<file path="src/hdl/pmd_pkg.sv">
// Shared types and constants for the dense Prim minimum spanning tree block.
// Used by pmd_cell, prim_mst_dense_top and the testbench; no dependencies of its own.
`timescale 1ns / 1ps

package pmd_pkg;

	localparam int MAX_V       = 32;
	localparam int VIDX_W      = $clog2(MAX_V);
	localparam int VCNT_W      = $clog2(MAX_V + 1);
	localparam int WEIGHT_BITS = 16;
	localparam int KEY_W       = WEIGHT_BITS + 1;
	localparam int ADJ_DEPTH   = MAX_V * MAX_V;
	localparam int ADDR_W      = $clog2(ADJ_DEPTH);

	localparam logic [KEY_W-1:0] KEY_MAX = {KEY_W{1'b1}};

	// Input item kinds.
	localparam logic [1:0] FUNC_CLEAR = 2'd0;
	localparam logic [1:0] FUNC_ADD   = 2'd1;
	localparam logic [1:0] FUNC_SOLVE = 2'd2;

	// Control broadcast from the sequencer to every cell.
	typedef struct packed {
		logic                   init;
		logic                   relax;
		logic                   take;
		logic [VIDX_W-1:0]      idx;
		logic [VIDX_W-1:0]      u;
		logic [WEIGHT_BITS-1:0] w;
	} cell_ctrl_t;

	// Running minimum handed from cell to cell.
	typedef struct packed {
		logic              found;
		logic [KEY_W-1:0]  key;
		logic [VIDX_W-1:0] idx;
	} min_t;

endpackage

</file>
<file path="src/hdl/pmd_cell.sv">
// One vertex cell: holds in-tree flag, key and parent, relaxes its key and
// forwards the running minimum to its neighbor. Depends on pmd_pkg.
`timescale 1ns / 1ps

module pmd_cell (
	input  logic                          clk,
	input  logic                          arst_n,
	input  logic [pmd_pkg::VIDX_W-1:0]    my_idx,
	input  logic                          active,
	input  pmd_pkg::cell_ctrl_t           ctrl,
	input  pmd_pkg::min_t                 min_in,
	output pmd_pkg::min_t                 min_out,
	output logic [pmd_pkg::KEY_W-1:0]     key,
	output logic [pmd_pkg::VIDX_W-1:0]    parent
);

	logic                       in_tree_q;
	logic [pmd_pkg::KEY_W-1:0]  key_q;
	logic [pmd_pkg::VIDX_W-1:0] parent_q;
	pmd_pkg::min_t              min_q;
	logic                       hit;
	logic [pmd_pkg::KEY_W-1:0]  w_ext;

	assign hit   = (ctrl.idx == my_idx);
	assign w_ext = {1'b0, ctrl.w};

	// Vertex state: initialize, mark as taken, or relax.
	always_ff @(posedge clk or negedge arst_n) begin
		if (!arst_n) begin
			in_tree_q <= 1'b0;
			key_q     <= pmd_pkg::KEY_MAX;
			parent_q  <= '0;
		end else if (ctrl.init) begin
			in_tree_q <= 1'b0;
			key_q     <= (my_idx == '0) ? '0 : pmd_pkg::KEY_MAX;
			parent_q  <= '0;
		end else begin
			if (ctrl.take && hit) begin
				in_tree_q <= 1'b1;
			end
			if (ctrl.relax && hit && ctrl.w != '0 && !in_tree_q && key_q > w_ext) begin
				key_q    <= w_ext;
				parent_q <= ctrl.u;
			end
		end
	end

	// Minimum chain: take over only on a strictly smaller key.
	always_ff @(posedge clk or negedge arst_n) begin
		if (!arst_n) begin
			min_q <= '0;
		end else if (active && !in_tree_q && (!min_in.found || min_in.key > key_q)) begin
			min_q <= '{found: 1'b1, key: key_q, idx: my_idx};
		end else begin
			min_q <= min_in;
		end
	end

	assign min_out = min_q;
	assign key     = key_q;
	assign parent  = parent_q;

	// A vertex leaves the tree only through a new solve.
	a_tree_sticky: assert property (@(posedge clk) disable iff (!arst_n)
		$fell(in_tree_q) |-> $past(ctrl.init))
		else $error("in-tree flag cleared without init");

endmodule

</file>
<file path="config.mk">
export PLATFORM = sky130hd
export DESIGN_NAME = pmd_cell
export DESIGN_NICKNAME = d
export VERILOG_FILES = /design/src/hdl/pmd_pkg.sv /design/src/hdl/pmd_cell.sv
export SDC_FILE = /design/constraint.sdc
export NUM_CORES = 1
export LEC_CHECK = 0
export BUFFER_PORTS_ARGS = -buffer_cell sky130_fd_sc_hd__buf_2
export CAP_MARGIN = 30
export CORE_AREA = 2 2 84 86
export DETAILED_ROUTE_END_ITERATION = 12
export DIE_AREA = 0 0 86 88
export PLACE_DENSITY_LB_ADDON = 0.1
export SYNTH_ARGS = -nofsm -noshare
export SYNTH_HDL_FRONTEND = slang
export SYNTH_SLANG_ARGS = --single-unit
</file>
<file path="constraint.sdc">
create_clock -name clk -period 2.5 [get_ports clk]
set_clock_uncertainty 0.05 [all_clocks]
set_input_delay 0.25 -clock clk [delete_from_list [all_inputs] [get_ports clk]]
set_output_delay 0.25 -clock clk [all_outputs]
set_load 0.02 [all_outputs]
</file>
* Word-level counts from Yosys, hierarchy flattened
Cells that the tools add are included.
** Cells by class
- $add $sub $neg :: 0
- $mul :: 0
- Div/mod/pow operators :: 0
- $lt $le $gt $ge :: 2
- Equality and inequality tests :: 1
- Shifts and indexed selects :: 0
- Multiplexer cells :: 8
- Bitwise gates (word level) :: 0
- Reductions and logical operators :: 14
** Operators by type and width (count)
- 17-bit 2-to-1 mux :: 3
- 23-bit 2-to-1 mux :: 1
- 17-bit by 16-bit greater-than comparator with 1-bit output :: 1
- 17-bit greater-than comparator :: 1
- 16-bit nonzero test :: 1
- 5-bit 2-to-1 mux :: 2
- 1-bit logical AND :: 7
- 5-bit == test :: 1
- 5-bit zero test :: 1
- 2-bit nonzero test :: 2
- 1-bit zero test :: 2
- 1-bit 2-to-1 mux :: 2
- 1-bit logical OR :: 1
** Storage, ports and cells
- Flip-flop bits (word level) :: 46
- Bits in latches :: 0
- Memory bits (writable) :: 0
- Bits in read-only memories :: 0
- Input bits :: 60
- Word-level logic and storage cells :: 31
- Memories :: 0

* Logic depth before layout (Yosys ltp)
- Depth after elaboration :: 7
- Depth in mapped cells :: 10

* Least setup slack after synthesis
No wires, ideal clock.
- Path type :: flip-flop to flip-flop
- Start :: reg key_q, in the netlist key[16]
- End :: reg min_q, in the netlist min_out[13]
- Setup time :: 125 ps
- Data arrival time :: 2337 ps
- Data required time :: 2325 ps
- Slack :: -12 ps
- Stages on the path, launching flop included :: 9
- Path buffers :: 1
- Clock period less this slack :: 2512 ps
- Cell sequence :: dfstp_2 -> inv_1 -> ha_1 -> nand4_1 -> nor4_1 -> a21oi_1 -> a21oi_1 -> buf_2 -> mux2_2
** Between the ends
- Longest elaborated chain between the ends :: 4
** Ends and longest elaborated chain
- start, declared :: line pmd_cell.sv:18 : logic [pmd_pkg::KEY_W-1:0] key_q;
- start signal, assigned :: line pmd_cell.sv:31 : key_q <= pmd_pkg::KEY_MAX;
- start signal, assigned :: line pmd_cell.sv:35 : key_q <= (my_idx == '0) ? '0 : pmd_pkg::KEY_MAX;
- start signal, assigned :: line pmd_cell.sv:42 : key_q <= w_ext;
- 17-bit greater-than comparator :: line pmd_cell.sv:52 : end else if (active && !in_tree_q && (!min_in.found || min_in.key > key_q)) begin
- 1-bit logical OR :: line pmd_cell.sv:52
- 1-bit logical AND :: line pmd_cell.sv:52
- 23-bit 2-to-1 mux :: line pmd_cell.sv:52
- end signal, assigned :: line pmd_cell.sv:53 : min_q <= '{found: 1'b1, key: key_q, idx: my_idx};
- end signal, assigned :: line pmd_cell.sv:55 : min_q <= min_in;
- end, declared :: line pmd_cell.sv:20 : pmd_pkg::min_t min_q;
No other way between the ends.
A chain may end at the register's enable or synchronous reset.

* Final worst setup path
- Start :: reg key_q, in the netlist key[11]
- End :: reg min_q, in the netlist min_out[0]
Same word-level chain as after synthesis.

==> impl_metrics.py <==
metrics = {
    "status": {
        "outcome": "finished clean",
    },
    "synthesis": {
        "ys_seq_elements": 46,
        "syn_area_per_cell_um2": 10.9,
        "yosysTopAreaCell": "dfrtp_1",
        "synth_area_leaders": "dfrtp_1 25%, dfstp_2 15%, ha_1 14%",
        "syn-num-nets": 363,
        "yosysWarnings": 0,
        "ys_seq_area_frac": 0.398,
        "synth_top_cell_area_share": 0.246,
        "post_synth_instance_area_um2": 2950,
        "netlist_instances": 270,
        "synthArstFlopShare": 1.00,
        "synth_edf_count": 0,
        "synth_ff_type": "dfrtp_1",
        "ys_types": 45,
    },
    "clock_network": {
        "cts_buffers": 5,
        "tritoncts": "done",
        "cts.sinks": 46,
        "clk_pin_slew_ns": 0.09,
        "ctsRootBufferMaster": "clkbuf_8",
        "cts_buffer_depth": 2,
        "clkLatencyLatePin_ns": 0.30,
        "cts_max_level": 2,
    },
    "die": {
        "die_w_um": 86,
        "row_count": 30,
        "die_h_um": 88,
        "io_pins": 105,
        "die_area_um2": 7570,
        "start_util": 0.444,
        "core_um2": 6640,
    },
    "pwr": {
        "power.density_nw_per_um2": 539,
        "leakagePower_nw": 1.97,
        "ir_drop_uv": 334,
    },
    "detailed_routing": {
        "ant_nets": 0,
        "via_count": 2510,
        "routed_via_density": 5.27,
        "post_drt_wl_per_cell_um": 16.5,
        "routed_wl_um": 7860,
        "firstDrtPassIters": 4,
        "drc_errors": 0,
        "drtIter0Drc": 71,
    },
    "grt": {
        "grt_max_degree": 42,
        "track_usage": 0.208,
        "grt_pass1_wl_um": 12300,
        "grt_pass1_vias": 2535,
        "overflow": 0,
        "antenna_found_initial": 0,
        "met3_usage": 0.0368,
        "grtUsageMet2": 0.350,
        "grt_util_met1": 0.282,
        "grt_busiest_layer": "met2",
    },
    "finish": {
        "drive_gt1_frac": 0.535,
        "syn_to_final_growth_pct": 34.7,
        "diodes": 0,
        "stdcell_count": 476,
        "nets": 488,
        "fin_area_um2": 3970,
    },
    "worst_setup_path": {
        "cpPeakStageDelay_ns": 0.57,
        "cp.required_ns": 2.64,
        "worstPathArrival_ns": 2.55,
        "crit_family": "flip-flops",
        "worstSetupStartpointType": "flip-flop",
        "path_buf_inv": 3,
        "worstPathCellList": "inv_2, ha_4, nand4_1, nor4_2, o21ai_1, o211ai_1, a21oi_2, buf_6, clkbuf_16, mux2_2",
        "end_kind": "flip-flop",
        "critPathKind": "reg -> reg",
        "cp_max_fo": 7,
        "critPathSlowestCell": "dfstp_2",
    },
    "placed_design": {
        "pre_cts_ws_ns": -0.0418,
        "gp_congestion": 0.849,
        "place_inst": 455,
        "io_buffers": 104,
        "place_area_um2": 3640,
        "hpwl_um": 5690,
    },
    "timing": {
        "whs_ns": 0.128,
        "finalCritPeriodShare": 0.965,
        "finalHoldViolCount": 0,
        "worst_pin_slew_ns": 0.993,
        "final.setup.worst_slack_ns": 0.0872,
        "finalCriticalPeriod_ns": 2.41,
        "max_freq_mhz": 414,
        "setup_viol": 0,
        "grt_setup_unrepaired": "true",
        "slew-limit-headroom": 0.338,
        "drv_slew": 0,
    },
    "run": {
        "drv_cap": 0,
    },
    "worst_hold_path": {
        "hp-class": "in -> reg",
    },
}
[cell families after synthesis]
group	after synthesis	synth area share
DFF	46	0.398
buffers and inverters	50	0.0738
muxes	22	0.0836
and+or+nand+nor	38	0.0743
adders and majority gates	33	0.140
xor gates and xnor gates	5	0.0149
AOI/OAI and AO/OA	76	0.216
[metrics by stage]
stage / utilization / TNS, ns / power [mW]
after detailed placement: 0.547 / -0.317 / 1.54
after CTS: 0.566 / 0 / 2.09
final: 0.598 / 0 / 2.14
after floorplan: - / -0.158 / 1.29
after global routing: 0.598 / -0.236 / 2.26
after global placement: 0.547 / 0 / 1.54
[path summary, 6_finish.rpt]
path / to / slack, ns / cells after the start / start
setup / recovery: min_out[0]$_DFF_PN0_ / 0.09 / 10 / key[11]$_DFFE_PN1P_
hold / removal: min_out[3]$_DFF_PN0_ / 0.13 / 2 / min_in[3]
setup reg to reg: min_out[0]$_DFF_PN0_ / 0.09 / 10 / key[11]$_DFFE_PN1P_
hold reg to reg: in_tree_q$_DFFE_PN0P_ / 0.46 / 2 / in_tree_q$_DFFE_PN0P_
max in group asynchronous: key[5]$_DFFE_PN1P_ / 1.55 / 3 / arst_n
min in group asynchronous: min_out[18]$_DFF_PN0_ / 0.32 / 2 / arst_n
[sequential cells by signal, indices dropped and copies added, names as in the netlist]
| register | flops |
|---|---|
| parent | 5 |
| min_out | 23 |
| key | 17 |
| in_tree_q | 1 |
[what timing repair did]
action                     CTS  global route
setup endpoints to repair   21            33
pin swaps                    1             7
hold buffers                 0             1
cloned                       0             1
resized for setup            3            15
buffers inserted             0            10
hold endpoints to repair     0            11
[routing by layer]
layer,vias to the layer above,part of all wire
met5,-,0
met4,0,0.0080
met3,5,0.044
met2,66,0.49
met1,1204,0.46
li1,1235,-
[cells in the mapped netlist (2+ instances only)]
cell        n
a21bo_2     5
a21o_1      3
a21oi_1    19
a2bb2oi_1   5
a2bb2oi_2  11
a31oi_1    16
buf_2       3
buf_6       3
clkbuf_1    5
dfrtp_1    29
dfstp_2    17
ha_1       33
inv_1      37
mux2_2     21
nand2_1     6
nand2b_1    3
nand3_1     6
nand4_1     5
nor2_1      5
nor4_1      5
o21ai_0     6
xnor2_1     3
xor2_1      2
[worst reg2reg max path, cell delays in order (launching register included)]
cell and delay, ns:
dfstp_2 0.57, inv_2 0.06, ha_4 0.26, nand4_1 0.12
nor4_2 0.33, o21ai_1 0.11, o211ai_1 0.13, a21oi_2 0.09
buf_6 0.13, clkbuf_16 0.16, mux2_2 0.27
[placed cells by master (no fill, tap or decap), drive strengths merged, types with 2 or more instances in the layout]
cell type / instances
a2bb2oi: 16
a21bo: 5
nand2b: 3
nor2: 5
xnor2: 3
and3: 2
o21ai: 6
nand4: 5
dfstp: 17
nor4: 5
clkbuf: 9
nand3: 6
inv: 37
xor2: 2
a31oi: 16
a21oi: 20
a21o: 4
ha: 33
dfrtp: 29
o211ai: 2
buf: 129
mux2: 21
nand2: 6
[power breakdown]
| group | switching (mW) | internal (mW) | leakage [nW] | total, mW |
|---|---|---|---|---|
| Sequential | 0.0402 | 0.837 | 0.526 | 0.877 |
| Clock | 0.261 | 0.280 | 0.0575 | 0.541 |
| Combinational | 0.393 | 0.332 | 1.39 | 0.724 |
[final cells by class]
cell class	instances	area (µm²)
flip-flops and latches	46	1170
inverters	37	139
repair buffers	131	805
multi-input cells	174	1650
clock buffers	8	110
well taps	80	100
fillers	570	2670
Power figures use the tool's default switching activity.
